**config.mk**
```make
export PLATFORM = sky130hd
export DESIGN_NAME = nnact_front
export DESIGN_NICKNAME = d
export VERILOG_FILES = /design/src/hw/rtl/nnact_pkg.sv /design/src/hw/rtl/nnact_front.sv
export SDC_FILE = /design/constraint.sdc
export NUM_CORES = 1
export LEC_CHECK = 0
export ABC_AREA = 1
export ABC_CLOCK_PERIOD_IN_PS = 16200
export BUFFER_PORTS_ARGS = -buffer_cell sky130_fd_sc_hd__buf_2
export CORE_MARGIN = 8
export CORE_UTILIZATION = 60
export DETAILED_ROUTE_END_ITERATION = 10
export PLACE_DENSITY = 0.9
export REMOVE_ABC_BUFFERS = 1
export SYNTH_ARGS = -nofsm -noshare
export SYNTH_HDL_FRONTEND = slang
export SYNTH_SLANG_ARGS = --single-unit
```
**constraint.sdc**
```tcl
create_clock -name aclk -period 16.2 [get_ports aclk]
set_input_delay 3.24 -clock aclk [delete_from_list [all_inputs] [get_ports aclk]]
set_output_delay 3.24 -clock aclk [all_outputs]
set_load 0.005 [all_outputs]
```
**src/hw/rtl/nnact_pkg.sv**
```systemverilog
// Shared types, constants and fixed-point helpers for the activation unit.
// Holds the tanh coefficient table; no dependencies.
package nnact_pkg;

    localparam int FRAC_BITS  = 16;
    localparam int SEGMENTS   = 32;
    localparam int SEG_SHIFT  = 11;
    localparam int SCALE_DEC  = 10000;
    localparam longint COEF_DEN = 1000000000;

    localparam int DATA_W     = 32;
    localparam int SEG_W      = $clog2(SEGMENTS);
    localparam int ABS_W      = FRAC_BITS + 3;
    localparam int SCALE_W    = $clog2(SCALE_DEC + 1);
    localparam int SEGP_W     = ABS_W + SCALE_W;
    localparam int SEGR_W     = SEGP_W - FRAC_BITS - SEG_SHIFT;

    localparam int FIFO_DEPTH = 4;
    localparam int FIFO_PTR_W = $clog2(FIFO_DEPTH);
    localparam int FIFO_CNT_W = $clog2(FIFO_DEPTH + 1);
    localparam int BACK_STAGES = 7;
    localparam int PIPE_CAP   = 1 + FIFO_DEPTH + BACK_STAGES;
    localparam int PEND_W     = $clog2(PIPE_CAP + 1);

    localparam int CFG_INDEX_W = 1;
    localparam int CFG_DATA_W  = 2;
    localparam logic [CFG_INDEX_W-1:0] CFG_ACT_KIND = CFG_INDEX_W'(0);
    localparam logic [CFG_INDEX_W-1:0] CFG_PASS_DIR = CFG_INDEX_W'(1);

    localparam int COEF_C3 = 0;
    localparam int COEF_C2 = 1;
    localparam int COEF_C1 = 2;
    localparam int COEF_C0 = 3;

    localparam logic signed [DATA_W-1:0] ONE_Q    = DATA_W'(longint'(1) << FRAC_BITS);
    localparam logic signed [DATA_W-1:0] SIX_Q    = DATA_W'(longint'(6) << FRAC_BITS);
    localparam logic signed [DATA_W-1:0] TANH_LIM =
        DATA_W'((longint'(65536) << FRAC_BITS) / SCALE_DEC);

    localparam logic signed [63:0] SAT_MAX = 64'sd2147483647;
    localparam logic signed [63:0] SAT_MIN = -64'sd2147483648;

    localparam longint TANH_RAW [SEGMENTS][4] = '{
        '{-323768137, 0, 999829378, 12}, '{-224577786, -60942552, 1012310413, -852027},
        '{-85294811, -232093472, 1082413830, -10423480},
        '{30060432, -444716255, 1213049268, -37177618},
        '{93805209, -601375420, 1341384456, -72221680},
        '{112109067, -657604872, 1398963414, -91875298},
        '{103550306, -626053856, 1360193527, -75995152},
        '{84237250, -542992262, 1241116425, -19092174},
        '{63665066, -441875863, 1075447316, 71385249},
        '{45976471, -344065011, 895162355, 182152329},
        '{32252527, -259745097, 722475170, 300040114},
        '{22203363, -191828827, 569473397, 414934245},
        '{15098239, -139444167, 440732858, 520398495},
        '{10183947, -100192739, 336229856, 613141426},
        '{6832574, -71365567, 253576587, 692135910},
        '{4567905, -50494378, 189460295, 757790993},
        '{3046723, -35540547, 140459581, 811312839},
        '{2028966, -24910282, 103449253, 854264559},
        '{1349801, -17399257, 75760608, 888288365},
        '{897363, -12117675, 55208919, 914945277},
        '{596306, -8418297, 40056265, 935633700},
        '{396132, -5835573, 28948485, 951557814},
        '{263102, -4037429, 20846768, 963725513},
        '{174724, -2788538, 14963994, 972962252},
        '{116020, -1922917, 10709291, 979933157},
        '{77044, -1324238, 7644057, 985164489},
        '{51128, -910244, 5439617, 989077223},
        '{34046, -626889, 3872778, 991965222},
        '{22230, -423612, 2707107, 994193362},
        '{16157, -315402, 2064429, 995465695},
        '{5511, -119165, 858748, 997934929},
        '{23128, -454708, 2989045, 993426652}
    };

    typedef enum logic [1:0] {
        ACT_TANH,
        ACT_SIGMOID,
        ACT_RELU,
        ACT_RELU6
    } act_kind_t;

    typedef enum logic [2:0] {
        OP_TANH,
        OP_SIGM,
        OP_DTANH,
        OP_DSIGM,
        OP_PASS
    } op_t;

    typedef struct packed {
        logic signed [DATA_W-1:0] value;
        logic signed [DATA_W-1:0] grad_in;
        logic                     last_in;
    } in_beat_t;

    typedef struct packed {
        logic signed [DATA_W-1:0] result;
        logic                     last_out;
    } out_beat_t;

    typedef struct packed {
        op_t                      op;
        logic                     fixed;
        logic                     neg;
        logic [SEG_W-1:0]         seg;
        logic signed [DATA_W-1:0] a;
        logic signed [DATA_W-1:0] g;
        logic signed [DATA_W-1:0] y;
        logic                     last;
    } item_t;

    function automatic logic signed [63:0] sext64(input logic signed [DATA_W-1:0] v);
        return {{(64 - DATA_W){v[DATA_W-1]}}, v};
    endfunction

    function automatic logic signed [DATA_W-1:0] sat32(input logic signed [63:0] v);
        if (v > SAT_MAX) begin
            return SAT_MAX[DATA_W-1:0];
        end
        if (v < SAT_MIN) begin
            return SAT_MIN[DATA_W-1:0];
        end
        return v[DATA_W-1:0];
    endfunction

    function automatic logic signed [DATA_W-1:0] qscale(input logic signed [63:0] prod);
        return sat32(prod >>> FRAC_BITS);
    endfunction

    function automatic logic signed [DATA_W-1:0] sat_add(input logic signed [DATA_W-1:0] x,
                                                         input logic signed [DATA_W-1:0] y);
        return sat32(sext64(x) + sext64(y));
    endfunction

    function automatic logic signed [DATA_W-1:0] coef_q(input int seg, input int k);
        longint v;
        v = (TANH_RAW[seg][k] * (longint'(1) << FRAC_BITS)) / COEF_DEN;
        return v[DATA_W-1:0];
    endfunction

endpackage

```
**src/hw/rtl/nnact_front.sv**
```systemverilog
// Front end: configuration registers, input beat acceptance and classification.
// Depends on nnact_pkg; feeds the queue in front of nnact_back.
module nnact_front
    import nnact_pkg::*;
(
    input  logic                   aclk,
    input  logic                   aresetn,
    input  logic                   cfg_wr_en,
    input  logic [CFG_INDEX_W-1:0] cfg_index,
    input  logic [CFG_DATA_W-1:0]  cfg_data,
    input  logic                   s_valid,
    output logic                   s_ready,
    input  in_beat_t               s_data,
    output logic                   fr_valid,
    input  logic                   fr_ready,
    output item_t                  fr_item
);

    act_kind_t act_kind_reg;
    logic      pass_dir_reg;
    logic      front_valid_reg;
    logic      front_valid_next;
    item_t     front_item_reg;
    item_t     front_item_next;

    logic signed [DATA_W-1:0] x;
    logic signed [DATA_W-1:0] g;
    logic signed [DATA_W-1:0] t;
    logic signed [DATA_W-1:0] t_neg;
    logic [ABS_W-1:0]         a_abs;
    logic [SEGP_W-1:0]        seg_prod;
    logic [SEGR_W-1:0]        seg_raw;
    logic                     accept;

    assign s_ready  = !front_valid_reg || fr_ready;
    assign accept   = s_valid && s_ready;
    assign fr_valid = front_valid_reg;
    assign fr_item  = front_item_reg;

    always_ff @(posedge aclk) begin
        if (!aresetn) begin
            act_kind_reg <= ACT_TANH;
            pass_dir_reg <= 1'b0;
        end else if (cfg_wr_en) begin
            case (cfg_index)
                CFG_ACT_KIND: act_kind_reg <= act_kind_t'(cfg_data[1:0]);
                CFG_PASS_DIR: pass_dir_reg <= cfg_data[0];
                default: ;
            endcase
        end
    end

    always_comb begin
        x       = s_data.value;
        g       = s_data.grad_in;
        t       = (act_kind_reg == ACT_SIGMOID) ? (x >>> 1) : x;
        t_neg   = -t;
        a_abs   = t[DATA_W-1] ? t_neg[ABS_W-1:0] : t[ABS_W-1:0];
        seg_prod = SEGP_W'(a_abs) * SEGP_W'(SCALE_DEC);
        seg_raw = seg_prod[SEGP_W-1:FRAC_BITS+SEG_SHIFT];

        front_item_next       = '0;
        front_item_next.last  = s_data.last_in;
        front_item_next.g     = g;
        front_item_next.a     = x;
        front_item_next.op    = OP_PASS;

        if (!pass_dir_reg) begin
            unique case (act_kind_reg) inside
                ACT_TANH, ACT_SIGMOID: begin
                    front_item_next.op  = (act_kind_reg == ACT_TANH) ? OP_TANH : OP_SIGM;
                    front_item_next.a   = DATA_W'(a_abs);
                    front_item_next.neg = t[DATA_W-1];
                    if (seg_raw > SEGR_W'(SEGMENTS - 1)) begin
                        front_item_next.seg = SEG_W'(SEGMENTS - 1);
                    end else begin
                        front_item_next.seg = seg_raw[SEG_W-1:0];
                    end
                    if (t == '0) begin
                        front_item_next.fixed = 1'b1;
                        front_item_next.neg   = 1'b0;
                        front_item_next.y     = '0;
                    end else if (t > TANH_LIM) begin
                        front_item_next.fixed = 1'b1;
                        front_item_next.neg   = 1'b0;
                        front_item_next.y     = ONE_Q;
                    end else if (t < -TANH_LIM) begin
                        front_item_next.fixed = 1'b1;
                        front_item_next.neg   = 1'b0;
                        front_item_next.y     = -ONE_Q;
                    end
                end
                ACT_RELU: begin
                    front_item_next.y = (x > 0) ? x : '0;
                end
                ACT_RELU6: begin
                    if (x < 0) begin
                        front_item_next.y = '0;
                    end else if (x > SIX_Q) begin
                        front_item_next.y = SIX_Q;
                    end else begin
                        front_item_next.y = x;
                    end
                end
            endcase
        end else begin
            unique case (act_kind_reg)
                ACT_TANH: begin
                    front_item_next.op = OP_DTANH;
                end
                ACT_SIGMOID: begin
                    front_item_next.op = OP_DSIGM;
                    front_item_next.y  = sat32(sext64(ONE_Q) - sext64(x));
                end
                ACT_RELU: begin
                    front_item_next.y = (x > 0) ? g : '0;
                end
                ACT_RELU6: begin
                    front_item_next.y = (x > 0 && x < SIX_Q) ? g : '0;
                end
            endcase
        end
    end

    always_comb begin
        front_valid_next = front_valid_reg;
        if (accept) begin
            front_valid_next = 1'b1;
        end else if (fr_ready) begin
            front_valid_next = 1'b0;
        end
    end

    always_ff @(posedge aclk) begin
        if (!aresetn) begin
            front_valid_reg <= 1'b0;
        end else begin
            front_valid_reg <= front_valid_next;
        end
    end

    always_ff @(posedge aclk) begin
        if (accept) begin
            front_item_reg <= front_item_next;
        end
    end

endmodule

```
==> summary.txt, run 1 <==
DR pass1 iterations: 6
Number of flip-flops in the largest register: 107
Area fraction of the dominant cell type after synthesis: 0.3055
DRT Wirelength: 31670 um
Setup-violating endpoint count in the final report: 0
Number of flops mapped to enable cells by yosys: 107
Yosys Warn Count: 0
Max-cap violations: 0
Setup repair after global routing missed its margin: false
Cell with the largest stage delay on the worst path: fa_1
Data arrival at the endpoint of the critical path: 9.36 ns
Post-layout min period: 9.230 ns
Clock-pin slew on the worst setup and hold paths: 0.08 ns
P&R area growth vs syn: 12.27%
Worst-path fanout max: 5
First-pass GRT wire length: 50740 um
Reported leakage power: 0.006081 uW
Fin. max-slew vios: 0
Number of buffers between clock root and the deepest sink: 2
Number of buffers inserted by post-CTS setup repair: 0
Cell type with the highest aggregate area in the netlist: edfxtp_1
Final #Nets: 1784
Crit-path max cell delay: 0.54 ns
Placer's final routability congestion estimate: 0.9343
Slew HR: 0.3381
Max Fclk: 108.3 MHz
Starting utilization of the core area: 0.6101
Fraction of layout instances using a drive strength above 1: 0.1594
Synthesized area per cell: 7.344 um^2
Layout Cells excl Fill: 1819
Overall die area: 22020 um^2
Clk Latency, worst-skew pair: 0.37 ns
Least-Margin Pin Slew: 0.9928 ns
Antenna-violating nets left: 0
CTS resizes: 0
Register area share after synthesis: 0.3131
Clock tree skew after final layout: 0.01417 ns
Required time of the worst setup path: 16.33 ns
Combined area of the multi-input logic cells: 6178 um^2
Endpoint type of the worst setup path: flip-flop
Maximum number of pins on one net before global-route repair: 80
Flop-to-flop setup slack: 8.82 ns
FF+latch count, synth: 111
Count of placed standard cells including taps: 1802
Num CTS Buffers: 9
Routed vias/inst: 5.587
Post-DR wirelength/cell: 17.41 um
Async SR Flop Fraction: 0
Global-route congestion overflow total: 0
Element type at the critical path start: input port
Area of the core region: 17240 um^2
Prevailing post-synth register cell: edfxtp_1
Number of top-level pins: 182
Most repeated cell in the gate-level netlist after synthesis: nand2_1
Commonest cells in the netlist: nand2_1, inv_1, nor2_1, edfxtp_1, nand3_1
Number of global-route vias before repair: 9885
Post-synthesis cell count: 1432
Count of hold-fix buffers inserted at cts: 0
Count of unique library cells instantiated by Yosys: 50
Hold/Removal Path Class: reg2reg
HPWL Detailed: 25470 um
Library cell used as clock root buffer: clkbuf_16
Port bufs: 181
Filler Cells Inserted: 1452
Synth top area cells: edfxtp_1, nand2_1, ha_1
Vertical die dimension: 148.4 um
Initial antenna violation count: 1
Count of final hold-check violations: 0
Portion of the clock cycle consumed by the worst path in the final layout: 0.5698
CTS tree: done
Type of the setup path with the least slack: in2reg
Maximum level of the CTS H-tree: 3
Clock sink total: 111
Drt initial violations: 1043
Post-route setup TNS: 0 ns
Status: complete, no violations
Horizontal die dimension: 148.4 um
Site row count: 48
Via count: 10160
FF/Latch Area: 3293 um^2
Pwr/cell area: 156.6 nW/um^2
Total Routing Usage GR: 0.2886
Cell area after synthesis: 10520 um^2
Maximum VDD drop: 0.0001898 V
Number of remaining DRC errors: 0
cells in the final DEF, fill, tap and decap left out, types with 15 or more instances in the layout:
| master | instances |
|---|---|
| edfxtp_1 | 107 |
| buf_2 | 181 |
| o21ai_0 | 47 |
| o21ai_1 | 24 |
| nand2_1 | 461 |
| ha_1 | 80 |
| fa_1 | 43 |
| a21oi_1 | 43 |
| nand3_1 | 97 |
| xor2_1 | 15 |
| nor3_1 | 23 |
| nor2_1 | 145 |
| inv_1 | 206 |
worst paths after layout:
| check | start | to | cells after the start |
|---|---|---|---|
| hold / removal | fr_valid | fr_valid | 2 |
| hold reg to reg | fr_valid | fr_valid | 2 |
| setup / recovery | s_data[33] | fr_item[100] | 30 |
| setup reg to reg | act_kind_reg[1] | fr_item[100] | 30 |
where the power goes:
group | internal [uW] | switching (uW) | leakage (uW)
registers | 355 | 7.53 | 0.00108
clock network | 107 | 112 | 0.000132
logic | 465 | 801 | 0.00486
layout make-up:
class / count / share of cell area
inverter: 217 / 0.06899
sequential: 111 / 0.2789
clock buffer: 11 / 0.01971
clock inverter: 5 / 0.003815
tap: 225 / 0.02384
multi-input combinational: 1061 / 0.5233
antenna: 1 / 0.0002120
timing repair buffer: 188 / 0.08118
cell families after synthesis:
| group | count (synthesis) | share of synthesized area |
|---|---|---|
| simple gates | 773 | 0.3077 |
| flops | 111 | 0.3131 |
| buf+inv | 260 | 0.1015 |
| fa+ha+maj | 123 | 0.1770 |
| xor+xnor | 21 | 0.02106 |
| compound gates | 144 | 0.07960 |
worst max-delay path: cells and delay by family:
family	cells	cell delay (ns)
fa+ha+maj	7	2.74
simple gates	12	1.66
buf+inv	8	0.76
xor+xnor	1	0.51
compound gates	2	0.43
metrics by stage:
step	total power, uW	cell area, um^2	utilization	hold WS [ns]	setup WS (ns)
floorplan	1291	10260	-	0.5229	7.154
global placement	1586	11530	0.6687	0.5323	6.866
detailed placement	1620	11530	0.6687	0.5527	6.681
CTS	1844	11800	0.6848	0.5896	7.054
global route	2061	11810	0.6850	0.6206	6.550
finish	1848	11810	0.6850	0.5964	6.970
layer usage:
| layer | vias to the layer above | track usage | wire [um] |
|---|---|---|---|
| met5 | - | 0 | 0 |
| met4 | 0 | 0.1239 | 1102 |
| met3 | 88 | 0.06442 | 2920 |
| met2 | 527 | 0.4888 | 15340 |
| met1 | 4644 | 0.3472 | 12310 |
| li1 | 4903 | - | - |
(Power assumes the default switching activity.)
==> inputs of run 2 (changes only) <==
--- a/config.mk
+++ b/config.mk
@@ -6,12 +6,12 @@
 export NUM_CORES = 1
 export LEC_CHECK = 0
 export ABC_AREA = 1
-export ABC_CLOCK_PERIOD_IN_PS = 16200
+export ABC_CLOCK_PERIOD_IN_PS = 7660
 export BUFFER_PORTS_ARGS = -buffer_cell sky130_fd_sc_hd__buf_2
 export CORE_MARGIN = 8
-export CORE_UTILIZATION = 60
+export CORE_UTILIZATION = 53
 export DETAILED_ROUTE_END_ITERATION = 10
-export PLACE_DENSITY = 0.9
+export PLACE_DENSITY = 0.84
 export REMOVE_ABC_BUFFERS = 1
 export SYNTH_ARGS = -nofsm -noshare
 export SYNTH_HDL_FRONTEND = slang
==> constraint.sdc (replaced) <==
create_clock -name aclk -period 7.66 [get_ports aclk]
set_input_delay 1.532 -clock aclk [delete_from_list [all_inputs] [get_ports aclk]]
set_output_delay 1.532 -clock aclk [all_outputs]
set_load 0.005 [all_outputs]
==> summary.txt, run 2 (same netlist as run 1, synthesis figures left out) <==
Flop-to-flop setup slack: 0.78 ns (was 8.82 ns)
Count of hold-fix buffers inserted at cts: 0 (unchanged)
Placer's final routability congestion estimate: 0.9239 (was 0.9343)
Area of the core region: 19460 um^2 (was 17240 um^2)
HPWL Detailed: 25160 um (was 25470 um)
Number of top-level pins: 182 (unchanged)
Worst hold path depth: 2 (unchanged)
Via count: 9939 (was 10160)
Clk Latency, worst-skew pair: 0.36 ns (was 0.37 ns)
Hold/Removal Path Class: reg2reg (unchanged)
P&R area growth vs syn: 13.88% (was 12.27%)
Worst path most repeated cell: inv_1
Setup repair after global routing missed its margin: false (unchanged)
Number of flip-flops in the largest register: 107 (unchanged)
Cell with the largest stage delay on the worst path: fa_1 (unchanged)
Overall die area: 24610 um^2 (was 22020 um^2)
Num CTS Buffers: 9 (unchanged)
Endpoint, Worst Hold: fr_valid (unchanged)
Site row count: 51 (was 48)
Number of buffers between clock root and the deepest sink: 2 (unchanged)
Fraction of layout instances using a drive strength above 1: 0.1678 (was 0.1594)
Final #Nets: 1800 (was 1784)
Worst hold slack: 0.5693 ns (was 0.5964 ns)
Portion of the clock cycle consumed by the worst path in the final layout: 0.9350
Post-DR wirelength/cell: 16.47 um (was 17.41 um)
Most frequent cells in the layout: nand2_1, inv_1, buf_2 (unchanged)
Max-cap violations: 0 (unchanged)
Maximum level of the CTS H-tree: 3 (unchanged)
Starting utilization of the core area: 0.5403 (was 0.6101)
Cell area after placement: 11680 um^2 (was 11530 um^2)
Reported leakage power: 0.006157 uW (was 0.006081 uW)
Endpoint type of the worst setup path: flip-flop (unchanged)
Layout Cells excl Fill: 1875 (was 1819)
Number of remaining DRC errors: 0 (unchanged)
Least-Margin Pin Slew: 0.9269 ns (was 0.9928 ns)
Crit-path max cell delay: 0.51 ns (was 0.54 ns)
Slew HR: 0.3755 (was 0.3381)
Filler Cells Inserted: 1771 (was 1452)
Startpoint of the lowest-slack register-to-register path: act_kind_reg[1] (unchanged)
Maximum VDD drop: 0.0003576 V (was 0.0001898 V)
Element type at the critical path start: input port (unchanged)
Clock-pin slew on the worst setup and hold paths: 0.08 ns (about the same)
Number of global-route vias before repair: 9794 (was 9885)
DR pass1 iterations: 6 (unchanged)
Library cell used as clock root buffer: clkbuf_16 (unchanged)
Pwr/cell area: 325.8 nW/um^2 (was 156.6 nW/um^2)
Max Fclk: 139.6 MHz
Reg2reg path depth: 31 (was 30)
Post-route setup TNS: 0 ns (unchanged)
Global-route congestion overflow total: 0 (unchanged)
Final instance area: 11980 um^2 (was 11810 um^2)
Worst-path fanout max: 5 (unchanged)
Vertical die dimension: 156.9 um (was 148.4 um)
Fin. max-slew vios: 0 (unchanged)
DRT Wirelength: 30890 um (was 31670 um)
Status: complete, no violations (unchanged)
FF/Latch Area: 3293 um^2 (unchanged)
Clock tree skew after final layout: 0.01099 ns (was 0.01417 ns)
Total Routing Usage GR: 0.2549 (was 0.2886)
Type of the setup path with the least slack: in2reg (unchanged)
Routed vias/inst: 5.301 (was 5.587)
Combined area of the multi-input logic cells: 6178 um^2 (unchanged)
CTS tree: done (unchanged)
Initial antenna violation count: 1 (unchanged)
Reg2reg end: fr_item[97] (was fr_item[100])
Port bufs: 181 (unchanged)
Maximum number of pins on one net before global-route repair: 75 (was 80)
Drt initial violations: 806 (was 1043)
Horizontal die dimension: 156.9 um (was 148.4 um)
Antenna-violating nets left: 0 (unchanged)
Clock sink total: 111 (unchanged)
Origin of the worst min-delay path: fr_valid (unchanged)
Count of placed standard cells including taps: 1856 (was 1802)
Count of final hold-check violations: 0 (unchanged)
Required time of the worst setup path: 7.79 ns (was 16.33 ns)
First-pass GRT wire length: 49540 um (was 50740 um)
Most common library cell in the layout ignoring fill and taps: nand2_1 (unchanged)
Data arrival at the endpoint of the critical path: 7.29 ns (was 9.36 ns)
Post-layout min period: 7.162 ns
Setup-violating endpoint count in the final report: 0 (unchanged)
[run 2: timing repair]
action | CTS | global route
resized for setup | 0 | 0
endpoints found under the setup margin | 0 | 1
buffers inserted | 0 | 2
[run 2: area by class of cell]
class,count,area share
antenna,1,0.0002089
clock buffer,11,0.01943
clock inverter,5,0.003761
inverter,217,0.06801
multi-input combinational,1061,0.5159
sequential,111,0.2750
tap,265,0.02768
timing repair buffer,204,0.09005
[run 2: where the power goes]
| group | internal, uW | total, uW | leakage (uW) | switching, uW |
|---|---|---|---|---|
| Sequential | 752 | 767 | 0.00108 | 15.8 |
| Clock | 225 | 448 | 0.000132 | 222 |
| Combinational | 992 | 2690 | 0.00494 | 1700 |
[run 2: per-layer routing]
metal / vias to the layer above / GRT usage / share of wire
met5: - / 0 / 0
met4: 0 / 0.1034 / 0.031
met3: 72 / 0.03668 / 0.069
met2: 393 / 0.4452 / 0.49
met1: 4543 / 0.3098 / 0.41
li1: 4931 / - / -
[run 2: how the worst max path moves through the flow]
stage | start | end | depth (start not counted) | slack [ns]
after floorplan | s_valid | fr_item[0] | 2 | 0.32
after global placement | s_data[33] | fr_item[97] | 30 | 0.16
after detailed placement | s_data[33] | fr_item[97] | 30 | 0.13
after CTS | s_data[33] | fr_item[97] | 30 | 0.49
after global routing | s_data[33] | fr_item[97] | 32 | 0.01
final | s_data[33] | fr_item[97] | 31 | 0.50
[run 2: critical path: cells and delay by family]
family | cells | cell delay (ns)
buffers and inverters | 9 | 0.87
and+or+nand+nor | 7 | 0.78
adders and majority gates | 7 | 2.63
AOI/OAI and AO/OA | 6 | 1.00
xor gates and xnor gates | 2 | 0.47
[run 2: stage by stage]
| step | setup slack (ns) | power, uW | util |
|---|---|---|---|
| floorplan | 0.3221 | 2731 | - |
| global placement | 0.1585 | 3401 | 0.6002 |
| detailed placement | 0.1286 | 3462 | 0.6002 |
| CTS | 0.4896 | 3918 | 0.6145 |
| global route | 0.01091 | 4386 | 0.6154 |
| finish | 0.4982 | 3902 | 0.6154 |
