### src/hw/rtl/nnact_pkg.sv
// Shared types, constants and fixed-point helpers for the activation unit.
// Holds the tanh coefficient table; no dependencies.
package nnact_pkg;

    localparam int FRAC_BITS  = 16;
    localparam int SEGMENTS   = 32;
    localparam int SEG_SHIFT  = 11;
    localparam int SCALE_DEC  = 10000;
    localparam longint COEF_DEN = 1000000000;

    localparam int DATA_W     = 32;
    localparam int SEG_W      = $clog2(SEGMENTS);
    localparam int ABS_W      = FRAC_BITS + 3;
    localparam int SCALE_W    = $clog2(SCALE_DEC + 1);
    localparam int SEGP_W     = ABS_W + SCALE_W;
    localparam int SEGR_W     = SEGP_W - FRAC_BITS - SEG_SHIFT;

    localparam int FIFO_DEPTH = 4;
    localparam int FIFO_PTR_W = $clog2(FIFO_DEPTH);
    localparam int FIFO_CNT_W = $clog2(FIFO_DEPTH + 1);
    localparam int BACK_STAGES = 7;
    localparam int PIPE_CAP   = 1 + FIFO_DEPTH + BACK_STAGES;
    localparam int PEND_W     = $clog2(PIPE_CAP + 1);

    localparam int CFG_INDEX_W = 1;
    localparam int CFG_DATA_W  = 2;
    localparam logic [CFG_INDEX_W-1:0] CFG_ACT_KIND = CFG_INDEX_W'(0);
    localparam logic [CFG_INDEX_W-1:0] CFG_PASS_DIR = CFG_INDEX_W'(1);

    localparam int COEF_C3 = 0;
    localparam int COEF_C2 = 1;
    localparam int COEF_C1 = 2;
    localparam int COEF_C0 = 3;

    localparam logic signed [DATA_W-1:0] ONE_Q    = DATA_W'(longint'(1) << FRAC_BITS);
    localparam logic signed [DATA_W-1:0] SIX_Q    = DATA_W'(longint'(6) << FRAC_BITS);
    localparam logic signed [DATA_W-1:0] TANH_LIM =
        DATA_W'((longint'(65536) << FRAC_BITS) / SCALE_DEC);

    localparam logic signed [63:0] SAT_MAX = 64'sd2147483647;
    localparam logic signed [63:0] SAT_MIN = -64'sd2147483648;

    localparam longint TANH_RAW [SEGMENTS][4] = '{
        '{-323768137, 0, 999829378, 12}, '{-224577786, -60942552, 1012310413, -852027},
        '{-85294811, -232093472, 1082413830, -10423480},
        '{30060432, -444716255, 1213049268, -37177618},
        '{93805209, -601375420, 1341384456, -72221680},
        '{112109067, -657604872, 1398963414, -91875298},
        '{103550306, -626053856, 1360193527, -75995152},
        '{84237250, -542992262, 1241116425, -19092174},
        '{63665066, -441875863, 1075447316, 71385249},
        '{45976471, -344065011, 895162355, 182152329},
        '{32252527, -259745097, 722475170, 300040114},
        '{22203363, -191828827, 569473397, 414934245},
        '{15098239, -139444167, 440732858, 520398495},
        '{10183947, -100192739, 336229856, 613141426},
        '{6832574, -71365567, 253576587, 692135910},
        '{4567905, -50494378, 189460295, 757790993},
        '{3046723, -35540547, 140459581, 811312839},
        '{2028966, -24910282, 103449253, 854264559},
        '{1349801, -17399257, 75760608, 888288365},
        '{897363, -12117675, 55208919, 914945277},
        '{596306, -8418297, 40056265, 935633700},
        '{396132, -5835573, 28948485, 951557814},
        '{263102, -4037429, 20846768, 963725513},
        '{174724, -2788538, 14963994, 972962252},
        '{116020, -1922917, 10709291, 979933157},
        '{77044, -1324238, 7644057, 985164489},
        '{51128, -910244, 5439617, 989077223},
        '{34046, -626889, 3872778, 991965222},
        '{22230, -423612, 2707107, 994193362},
        '{16157, -315402, 2064429, 995465695},
        '{5511, -119165, 858748, 997934929},
        '{23128, -454708, 2989045, 993426652}
    };

    typedef enum logic [1:0] {
        ACT_TANH,
        ACT_SIGMOID,
        ACT_RELU,
        ACT_RELU6
    } act_kind_t;

    typedef enum logic [2:0] {
        OP_TANH,
        OP_SIGM,
        OP_DTANH,
        OP_DSIGM,
        OP_PASS
    } op_t;

    typedef struct packed {
        logic signed [DATA_W-1:0] value;
        logic signed [DATA_W-1:0] grad_in;
        logic                     last_in;
    } in_beat_t;

    typedef struct packed {
        logic signed [DATA_W-1:0] result;
        logic                     last_out;
    } out_beat_t;

    typedef struct packed {
        op_t                      op;
        logic                     fixed;
        logic                     neg;
        logic [SEG_W-1:0]         seg;
        logic signed [DATA_W-1:0] a;
        logic signed [DATA_W-1:0] g;
        logic signed [DATA_W-1:0] y;
        logic                     last;
    } item_t;

    function automatic logic signed [63:0] sext64(input logic signed [DATA_W-1:0] v);
        return {{(64 - DATA_W){v[DATA_W-1]}}, v};
    endfunction

    function automatic logic signed [DATA_W-1:0] sat32(input logic signed [63:0] v);
        if (v > SAT_MAX) begin
            return SAT_MAX[DATA_W-1:0];
        end
        if (v < SAT_MIN) begin
            return SAT_MIN[DATA_W-1:0];
        end
        return v[DATA_W-1:0];
    endfunction

    function automatic logic signed [DATA_W-1:0] qscale(input logic signed [63:0] prod);
        return sat32(prod >>> FRAC_BITS);
    endfunction

    function automatic logic signed [DATA_W-1:0] sat_add(input logic signed [DATA_W-1:0] x,
                                                         input logic signed [DATA_W-1:0] y);
        return sat32(sext64(x) + sext64(y));
    endfunction

    function automatic logic signed [DATA_W-1:0] coef_q(input int seg, input int k);
        longint v;
        v = (TANH_RAW[seg][k] * (longint'(1) << FRAC_BITS)) / COEF_DEN;
        return v[DATA_W-1:0];
    endfunction

endpackage

### src/hw/rtl/nnact_fifo.sv
// Short queue of classified items between the front and back ends.
// Depends on nnact_pkg for the item type and depth.
module nnact_fifo
    import nnact_pkg::*;
(
    input  logic  aclk,
    input  logic  aresetn,
    input  logic  wr_valid,
    output logic  wr_ready,
    input  item_t wr_item,
    output logic  rd_valid,
    input  logic  rd_pop,
    output item_t rd_item
);

    item_t                 mem [FIFO_DEPTH];
    logic [FIFO_PTR_W-1:0] wr_ptr_reg;
    logic [FIFO_PTR_W-1:0] wr_ptr_next;
    logic [FIFO_PTR_W-1:0] rd_ptr_reg;
    logic [FIFO_PTR_W-1:0] rd_ptr_next;
    logic [FIFO_CNT_W-1:0] cnt_reg;
    logic [FIFO_CNT_W-1:0] cnt_next;
    logic                  push;
    logic                  pop;

    assign wr_ready = cnt_reg != FIFO_CNT_W'(FIFO_DEPTH);
    assign rd_valid = cnt_reg != '0;
    assign push     = wr_valid && wr_ready;
    assign pop      = rd_pop && rd_valid;
    assign rd_item  = mem[rd_ptr_reg];

    always_comb begin
        wr_ptr_next = wr_ptr_reg;
        rd_ptr_next = rd_ptr_reg;
        cnt_next    = cnt_reg;
        if (push) begin
            wr_ptr_next = (wr_ptr_reg == FIFO_PTR_W'(FIFO_DEPTH - 1)) ? '0 :
                          wr_ptr_reg + 1'b1;
        end
        if (pop) begin
            rd_ptr_next = (rd_ptr_reg == FIFO_PTR_W'(FIFO_DEPTH - 1)) ? '0 :
                          rd_ptr_reg + 1'b1;
        end
        if (push && !pop) begin
            cnt_next = cnt_reg + 1'b1;
        end else if (pop && !push) begin
            cnt_next = cnt_reg - 1'b1;
        end
    end

    always_ff @(posedge aclk) begin
        if (!aresetn) begin
            wr_ptr_reg <= '0;
            rd_ptr_reg <= '0;
            cnt_reg    <= '0;
        end else begin
            wr_ptr_reg <= wr_ptr_next;
            rd_ptr_reg <= rd_ptr_next;
            cnt_reg    <= cnt_next;
        end
    end

    always_ff @(posedge aclk) begin
        if (push) begin
            mem[wr_ptr_reg] <= wr_item;
        end
    end

endmodule

### config.mk
export PLATFORM = sky130hd
export DESIGN_NAME = nnact_fifo
export DESIGN_NICKNAME = d
export VERILOG_FILES = /design/src/hw/rtl/nnact_pkg.sv /design/src/hw/rtl/nnact_fifo.sv
export SDC_FILE = /design/constraint.sdc
export NUM_CORES = 1
export LEC_CHECK = 0
export BUFFER_PORTS_ARGS = -buffer_cell sky130_fd_sc_hd__buf_2
export CAP_MARGIN = 15
export CORE_ASPECT_RATIO = 1.4
export CORE_MARGIN = 2
export CORE_UTILIZATION = 48
export DETAILED_ROUTE_END_ITERATION = 8
export PLACE_DENSITY_LB_ADDON = 0.2
export SYNTH_ARGS = -nofsm -noshare
export SYNTH_HDL_FRONTEND = slang
export SYNTH_SLANG_ARGS = --single-unit
### constraint.sdc
create_clock -name aclk -period 5.31 [get_ports aclk]
set_clock_uncertainty 0.2 [all_clocks]
set_input_delay 1.062 -clock aclk [delete_from_list [all_inputs] [get_ports aclk]]
set_output_delay 1.062 -clock aclk [all_outputs]
set_load 0.005 [all_outputs]
==> flow_metrics.py, run 1 <==
metrics = {
    "run_status": {
        "outcome": "complete, no violations",
    },
    "logic_synthesis": {
        "syn_avg_cell_area_um2": 26.0,
        "netlist_area_um2": 15900,
        "yosys_warnings": 0,
        "synthCells": 610,
        "synth_nets": 728,
        "yosysSeqAreaShare": 0.820,
        "synth_seq_cells": 437,
        "synth_cell_type_count": 26,
    },
    "sta": {
        "min_period_ns": 3.84,
        "fin_setup_tns_ns": 0,
        "worstMarginPinSlew_ns": 0.786,
        "max_freq_mhz": 260,
        "setup_viol": 0,
        "timing.hold.ws_ns": 0.326,
        "finalMaxSlewViolations": 0,
        "relSlewSlack": 0.476,
        "rsz0062_at_grt": "no",
        "final_hold_viol_count": 0,
        "setup_ws_ns": 1.47,
        "fin_crit_sh": 0.723,
    },
    "pwr": {
        "seqPwrFrac": 0.507,
        "comb_power_share": 0.192,
        "p_per_area_nw_per_um2": 459,
        "ir_drop_mv": 0.327,
        "p_int_w": 0.00650,
        "power_switching_share": 0.243,
        "p_sw_w": 0.00208,
        "leakage_nw": 6.20,
        "pwr-share-clk": 0.301,
    },
    "critical_path": {
        "worst-path-max-fanout": 38,
        "worstSetupStartpointType": "register",
        "critPathBufInv": 2,
        "r2r_cells": 7,
        "arrival_ns": 2.58,
        "slowest_stage": "dfxtp_4",
        "cp_cell_sequence": "buf_12 > mux4_2 > buf_2",
        "critPathMaxStageDelay_ns": 0.83,
        "crit_family": "flip-flops",
        "crit_required_ns": 4.05,
        "end_kind": "output pin",
        "cp.depth": 3,
        "worstSetupPathType": "reg -> out",
    },
    "floorplan": {
        "dieArea_um2": 34600,
        "ioPinCount": 220,
        "die_height_um": 219,
        "core_um2": 32500,
        "row_count": 78,
        "die-width_um": 158,
        "start_util": 0.489,
    },
    "clocking": {
        "worstSkewPairLatency_ns": 0.52,
        "cts_root_buf": "clkbuf_16",
        "cts_setup_buffers": 0,
        "hold_buffers": 0,
        "cts_resized": 0,
        "htreeDepth": 2,
        "cts.sinks": 437,
        "tritoncts": "done",
        "path_clk_slew_ns": 0.06,
        "cts_buffers": 40,
        "clk_path_buf_depth": 3,
    },
    "drt": {
        "wl_mm": 30.2,
        "avgViaCountPerCell": 5.34,
        "first_iter_violations": 472,
        "drc": 0,
        "vias": 7076,
        "routedWlPerCell_um": 22.8,
        "dr.pass1.iters": 5,
        "antenna_left": 0,
    },
    "layout": {
        "finalNonFillerCells": 1325,
        "fillCellCount": 2406,
        "layout_common_cells": "edfxtp_1 (428), buf_2 (219), mux4_2 (107)",
        "largest_reg_flops": 428,
        "final_common_cell": "edfxtp_1",
        "drive_gt1_frac": 0.446,
        "syn2layout_area_growth_pct": 17.7,
        "final_nets": 976,
    },
    "placed_design": {
        "port_buffers": 219,
        "dp_hpwl_mm": 18.5,
        "globalplace.congestion": 0.718,
        "dp_worst_setup_slack_ns": 1.89,
        "dp.cells": 1255,
    },
    "grt": {
        "grt_max_degree": 78,
        "grt_overflow_total": 0,
        "grt_pass1_wl_mm": 45.7,
        "grtUsageTotal": 0.179,
        "antenna_found_initial": 7,
        "grt_pass1_vias": 7834,
    },
    "hold_path": {
        "hold_class": "reg -> reg",
        "hold_depth": 2,
    },
    "flow_run": {
        "maxCapViolations": 0,
    },
}
synth_stat cells (all sizes together):
| library cell | instances | area (um2) |
|---|---|---|
| nand3 | 2 | 10.0 |
| buf | 17 | 116 |
| xnor2 | 1 | 8.76 |
| o21ai | 4 | 20.0 |
| and2 | 2 | 15.0 |
| ha | 6 | 75.1 |
| dfxtp | 9 | 180 |
| nand4 | 1 | 6.26 |
| o31ai | 1 | 7.51 |
| nor2b | 1 | 6.26 |
| or3b | 1 | 8.76 |
| mux2i | 2 | 20.0 |
| or3 | 2 | 15.0 |
| nand2 | 5 | 18.8 |
| edfxtp | 428 | 12900 |
| a21boi | 1 | 7.51 |
| clkbuf | 9 | 35.0 |
| mux4 | 107 | 2410 |
| fa | 1 | 20.0 |
| nor2 | 2 | 7.51 |
| and3 | 4 | 30.0 |
| xor2 | 1 | 8.76 |
| inv | 3 | 11.3 |
power by group through the flow:
stage                     Combinational, W  Sequential, W  Clock [W]
final                              0.00165        0.00435    0.00259
after global routing               0.00180        0.00439    0.00280
after CTS                          0.00167        0.00438    0.00266
after detailed placement           0.00167        0.00446          0
after global placement             0.00164        0.00442          0
after floorplan                    0.00108        0.00432          0
per-layer routing:
metal  global-route usage  up-vias  routed length (um)
met4               0.0452       10                 467
li1                     -     3123                   -
met1                0.223     3725               11600
met3               0.0529       44                2030
met5                    0        -                  66
met2                0.308      174               16000
area by class of cell:
type	count	area, um2	share of cell area
diodes	2	5.00	0.000267
clock buffers	55	1080	0.0576
clock inverters	12	76.3	0.00408
inverters	3	11.3	0.000602
multi-input cells	144	2710	0.145
flip-flops and latches	437	13000	0.697
well taps	440	551	0.0294
repair buffers	232	1240	0.0662
path summary, 6_finish.rpt:
kind / start / slack, ns / endpoint
max: register / 1.47 / rd_item[11]
min reg2reg: rd_ptr_reg[0] / 0.33 / register
min: rd_ptr_reg[0] / 0.33 / register
max reg2reg: cnt_reg[0] / 2.62 / cnt_reg[2]
stage by stage:
step	util	cell area [um2]	total power, W
floorplan	-	15900	0.00540
global placement	0.539	17500	0.00606
detailed placement	0.539	17500	0.00613
CTS	0.575	18700	0.00872
global route	0.576	18700	0.00899
finish	0.576	18700	0.00858
cells by family (layout without fill, tap and decap cells):
family,after synthesis,in the layout,share of synthesized area
AOI/OAI and AO/OA,6,6,0.00221
DFF,437,437,0.820
adders and majority gates,7,7,0.00598
and+or+nand+nor,20,20,0.00740
other,0,2,0
muxes,109,109,0.153
xor gates and xnor gates,2,2,0.00110
buffers and inverters,29,302,0.0102
worst min-delay path: stages, from the launching register on:
cell and delay, ns:
dfxtp_1 0.33, nand3_1 0.06, o21ai_0 0.09
Power figures use the tool's default switching activity.
==> run 2, diff against run 1 <==
Clock period 5.31 ns to 3.5 ns, I/O delays scaled along.
==> run 2 against run 1 <==
  * Final area increased by 1.2%
  * First-iteration DRC count increased by 3.2%
  * Register-to-register slack got worse by 1.7 ns
  * Sequential power increased by 49%
  * Total power increased by 56%
  * Setup slack got worse by 1.1 ns
  * Non-clock buffer count unchanged
  * Count of clock-buffer cells in the layout decreased by 5
  * Hold slack got worse by 0.15 ns
  * Flip-flop and latch count unchanged
  * Critical endpoint is now rd_item[39]
  * Utilization increased by 0.70 points
==> flow_metrics.py, run 2 (synthesized netlist as in run 1, its figures left out) <==
metrics = {
    "run_status": {
        "outcome": "complete, no violations",
    },
    "critical_path": {
        "slowest_stage": "mux4_2",
        "worstSetupEndpoint": "rd_item[39]",
        "r2r_end": "cnt_reg[2]",
        "arrival_ns": 2.18,
        "critPathMaxStageDelay_ns": 0.60,
        "critPathBufInv": 2,
        "crit_required_ns": 2.60,
        "worstSetupPathType": "reg -> out",
        "end_kind": "output pin",
        "cp.depth": 3,
        "r2r_setup_slack_ns": 0.91,
        "worst-path-max-fanout": 68,
        "r2r-start": "cnt_reg[0]",
        "r2r_cells": 7,
        "crit_family": "multiplexers",
        "cp_cell_sequence": "buf_12 > mux4_2 > buf_2",
        "worstSetupStartpointType": "register",
    },
    "pwr": {
        "ir_drop_mv": 0.520,
        "p_sw_w": 0.00326,
        "leakage_nw": 6.30,
        "seqPwrFrac": 0.485,
        "pwr-share-clk": 0.319,
        "p_int_w": 0.0101,
        "power_switching_share": 0.243,
        "p_per_area_nw_per_um2": 707,
        "p_total_w": 0.0134,
        "comb_power_share": 0.196,
    },
    "grt": {
        "grt_max_degree": 71,
        "grt_pass1_wl_mm": 45.8,
        "antenna_found_initial": 6,
        "grt_pass1_vias": 8010,
        "grt_overflow_total": 0,
        "grtUsageTotal": 0.178,
    },
    "drt": {
        "avgViaCountPerCell": 5.42,
        "vias": 7208,
        "dr.pass1.iters": 4,
        "antenna_left": 0,
        "wl_mm": 29.7,
        "routedWlPerCell_um": 22.3,
        "first_iter_violations": 487,
        "drc": 0,
    },
    "clocking": {
        "cts_resized": 0,
        "cts_setup_buffers": 0,
        "hold_buffers": 0,
        "htreeDepth": 2,
        "path_clk_slew_ns": 0.07,
        "cts.sinks": 437,
        "tritoncts": "done",
        "cts_buffers": 41,
        "worstSkewPairLatency_ns": 0.53,
        "clk_path_buf_depth": 3,
        "cts_root_buf": "clkbuf_16",
    },
    "flow_run": {
        "maxCapViolations": 0,
    },
    "layout": {
        "multi_input_area_um2": 2710,
        "syn2layout_area_growth_pct": 19.2,
        "fillCellCount": 2379,
        "seqCellArea_um2": 13000,
        "drive_gt1_frac": 0.456,
        "final_util": 0.583,
        "final_nets": 977,
        "layout_common_cells": "edfxtp_1 (428), buf_2 (219), mux4_2 (107)",
        "final_common_cell": "edfxtp_1",
        "largest_reg_flops": 428,
    },
    "placed_design": {
        "globalplace.congestion": 0.678,
        "dp_hpwl_mm": 17.7,
        "port_buffers": 219,
    },
    "floorplan": {
        "core_um2": 32500,
        "die_height_um": 219,
        "ioPinCount": 220,
        "start_util": 0.489,
        "die-width_um": 158,
        "dieArea_um2": 34600,
        "row_count": 78,
    },
    "sta": {
        "setup_viol": 0,
        "min_period_ns": 3.08,
        "max_freq_mhz": 324,
        "fin_crit_sh": 0.880,
        "rsz0062_at_grt": "no",
        "fin_setup_tns_ns": 0,
        "worstMarginPinSlew_ns": 0.601,
        "final_hold_viol_count": 0,
        "relSlewSlack": 0.599,
        "finalMaxSlewViolations": 0,
    },
    "hold_path": {
        "hold_class": "in -> reg",
    },
}
[run 2: how the worst min path moves through the flow]
stage	slack (ns)	cells past startpoint	startpoint	end
2_1_floorplan	0.27	2	wr_ptr_reg[1]	wr_ptr_reg[1]
3_3_place_gp	0.29	2	wr_ptr_reg[1]	wr_ptr_reg[1]
3_5_place_dp	0.31	2	wr_ptr_reg[1]	wr_ptr_reg[1]
4_1_cts	0.14	1	wr_item[40]	mem[0][40]
5_1_grt	0.16	1	wr_item[25]	mem[3][25]
6_report	0.18	1	wr_item[40]	mem[0][40]
[run 2: metrics by stage]
stage	hold slack [ns]	setup WS, ns	cell area (um2)	instances
after floorplan	0.268	0.813	15900	610
final	0.177	0.418	18900	1330
after global routing	0.156	0.271	18900	1330
after CTS	0.141	0.322	18900	1328
after detailed placement	0.313	0.821	17600	1256
after global placement	0.287	0.853	17600	1256
[run 2: final cells by class]
class	instances	area share
Clock buffer	50	0.0582
Sequential cell	437	0.689
Antenna cell	2	0.000264
Multi-Input combinational cell	144	0.143
Timing Repair Buffer	232	0.0703
Inverter	3	0.000595
Clock inverter	22	0.00998
Tap cell	440	0.0291
[run 2: layer usage]
layer	track usage	share of wire
met1	0.214	0.38
met2	0.312	0.53
met3	0.0450	0.062
met4	0.0636	0.028
met5	0	0.0017
[run 2: power groups by stage]
stage	combinational [W]	clock (W)	sequential (W)
after detailed placement	0.00270	0	0.00662
after global placement	0.00266	0	0.00657
after CTS	0.00272	0.00438	0.00651
after global routing	0.00288	0.00458	0.00655
final	0.00263	0.00427	0.00650
after floorplan	0.00164	0	0.00655
==> run 3, diff against run 2 <==
Settings changed: CELL_PAD_IN_SITES_DETAIL_PLACEMENT set to 0, CELL_PAD_IN_SITES_GLOBAL_PLACEMENT set to 1, CORE_UTILIZATION 48 to 45.
==> run 3 against run 2 <==
  * Clock power is 2% lower
  * Count of clock-buffer cells in the layout is 2 lower
  * Setup slack gained 0.0021 ns
  * Total power is 0.60% lower
  * Largest power group unchanged
==> flow_metrics.py, run 3 (synthesized netlist as in run 1, its figures left out) <==
metrics = {
    "clocking": {
        "clk_path_buf_depth": 3,
        "cts_root_buf": "clkbuf_16",
        "worstSkewPairLatency_ns": 0.53,
        "cts_setup_buffers": 0,
        "htreeDepth": 2,
        "hold_buffers": 0,
        "path_clk_slew_ns": 0.06,
        "tritoncts": "done",
        "cts_resized": 0,
        "cts_buffers": 41,
        "cts.sinks": 437,
    },
    "sta": {
        "worstMarginPinSlew_ns": 0.594,
        "setup_viol": 0,
        "rsz0062_at_grt": "no",
        "finalMaxSlewViolations": 0,
        "min_period_ns": 3.08,
        "final_hold_viol_count": 0,
        "fin_crit_sh": 0.880,
        "max_freq_mhz": 325,
        "relSlewSlack": 0.604,
        "fin_setup_tns_ns": 0,
    },
    "grt": {
        "antenna_found_initial": 4,
        "grt_pass1_wl_mm": 45.9,
        "grtUsageTotal": 0.168,
        "grt_max_degree": 69,
        "grt_overflow_total": 0,
        "grt_pass1_vias": 8028,
    },
    "drt": {
        "routedWlPerCell_um": 22.7,
        "antenna_left": 0,
        "drc": 0,
        "avgViaCountPerCell": 5.30,
        "dr_wl_met2_mm": 16.7,
        "wirelength_met1_mm": 11.3,
        "wl_mm": 30.5,
        "first_iter_violations": 459,
        "dr.max_layer_used": "met5",
        "dr.pass1.iters": 4,
        "met3_length_mm": 1.75,
        "vias": 7132,
    },
    "layout": {
        "layout_common_cells": "edfxtp_1 (428), buf_2 (219), mux4_2 (107)",
        "syn2layout_area_growth_pct": 18.8,
        "final_common_cell": "edfxtp_1",
        "drive_gt1_frac": 0.453,
        "final_nets": 976,
        "largest_reg_flops": 428,
    },
    "placed_design": {
        "dp_hpwl_mm": 18.2,
        "globalplace.congestion": 0.681,
        "port_buffers": 219,
    },
    "pwr": {
        "p_total_w": 0.0133,
        "leakage_nw": 6.25,
        "ir_drop_mv": 0.494,
        "p_per_area_nw_per_um2": 705,
    },
    "floorplan": {
        "ioPinCount": 220,
        "core_um2": 34900,
        "die_height_um": 226,
        "dieArea_um2": 36900,
        "row_count": 81,
        "die-width_um": 163,
        "start_util": 0.456,
    },
    "critical_path": {
        "worstSetupPathType": "reg -> out",
        "end_kind": "output pin",
        "arrival_ns": 2.18,
        "critPathMaxStageDelay_ns": 0.62,
        "worst-path-max-fanout": 68,
        "slowest_stage": "mux4_2",
        "crit_required_ns": 2.60,
        "cp_cell_sequence": "buf_12 > mux4_2 > buf_2",
        "r2r-start": "cnt_reg[0]",
        "worstSetupStartpointType": "register",
    },
    "run_status": {
        "outcome": "complete, no violations",
    },
    "flow_run": {
        "maxCapViolations": 0,
    },
    "hold_path": {
        "min-delay-start": "wr_item[87]",
        "hold_class": "in -> reg",
    },
}
==> run 3: changes by cell type in the layout (fill, tap and decap cells not counted), sizes merged <==
cell      before  now
bufinv         3    4
buf          232  231
diode          2    3
clkinvlp       1    3
clkbuf        50   48
inv            5    3
==> run 3: routing by layer <==
metal | GRT usage | vias up
li1 | - | 3126
met1 | 0.193 | 3764
met2 | 0.309 | 182
met3 | 0.0412 | 54
met4 | 0.0545 | 6
met5 | 0 | -
==> run 3: path summary, 6_finish.rpt <==
check	to	cells after the start	slack (ns)
worst max-delay path	rd_item[27]	3	0.42
worst min-delay path	mem[3][87]	1	0.18
worst max register to register	cnt_reg[2]	7	0.90
worst min register to register	wr_ptr_reg[1]	2	0.32
==> run 3: final cells by class <==
cell class	count	area, um2
Antenna cell	3	7.51
Clock buffer	48	1050
Clock inverter	23	210
Fill cell	2738	16000
Inverter	3	11.3
Multi-Input combinational cell	144	2710
Sequential cell	437	13000
Tap cell	456	571
Timing Repair Buffer	231	1270
==> run 3: power by group <==
part           switching, W  internal (W)  total [W]
Clock               0.00176       0.00244    0.00419
Combinational       0.00132       0.00131    0.00263
Sequential         0.000150       0.00634    0.00649
Total               0.00323        0.0101     0.0133
==> run 3: worst max-delay path, delay by kind of cell, from the launching register on <==
family | cells | cell delay [ns]
flops | 1 | 0.37
buf+inv | 2 | 0.60
mux | 1 | 0.62
==> run 3: stage by stage <==
step | instances | worst slack (ns) | hold WS [ns] | util | cell area, um2
detailed placement | 1271 | 0.812 | 0.314 | 0.505 | 17600
global route | 1343 | 0.281 | 0.165 | 0.541 | 18900
floorplan | 610 | 0.813 | 0.268 | - | 15900
finish | 1345 | 0.420 | 0.183 | 0.541 | 18900
CTS | 1342 | 0.340 | 0.151 | 0.541 | 18900
global placement | 1271 | 0.872 | 0.292 | 0.505 | 17600
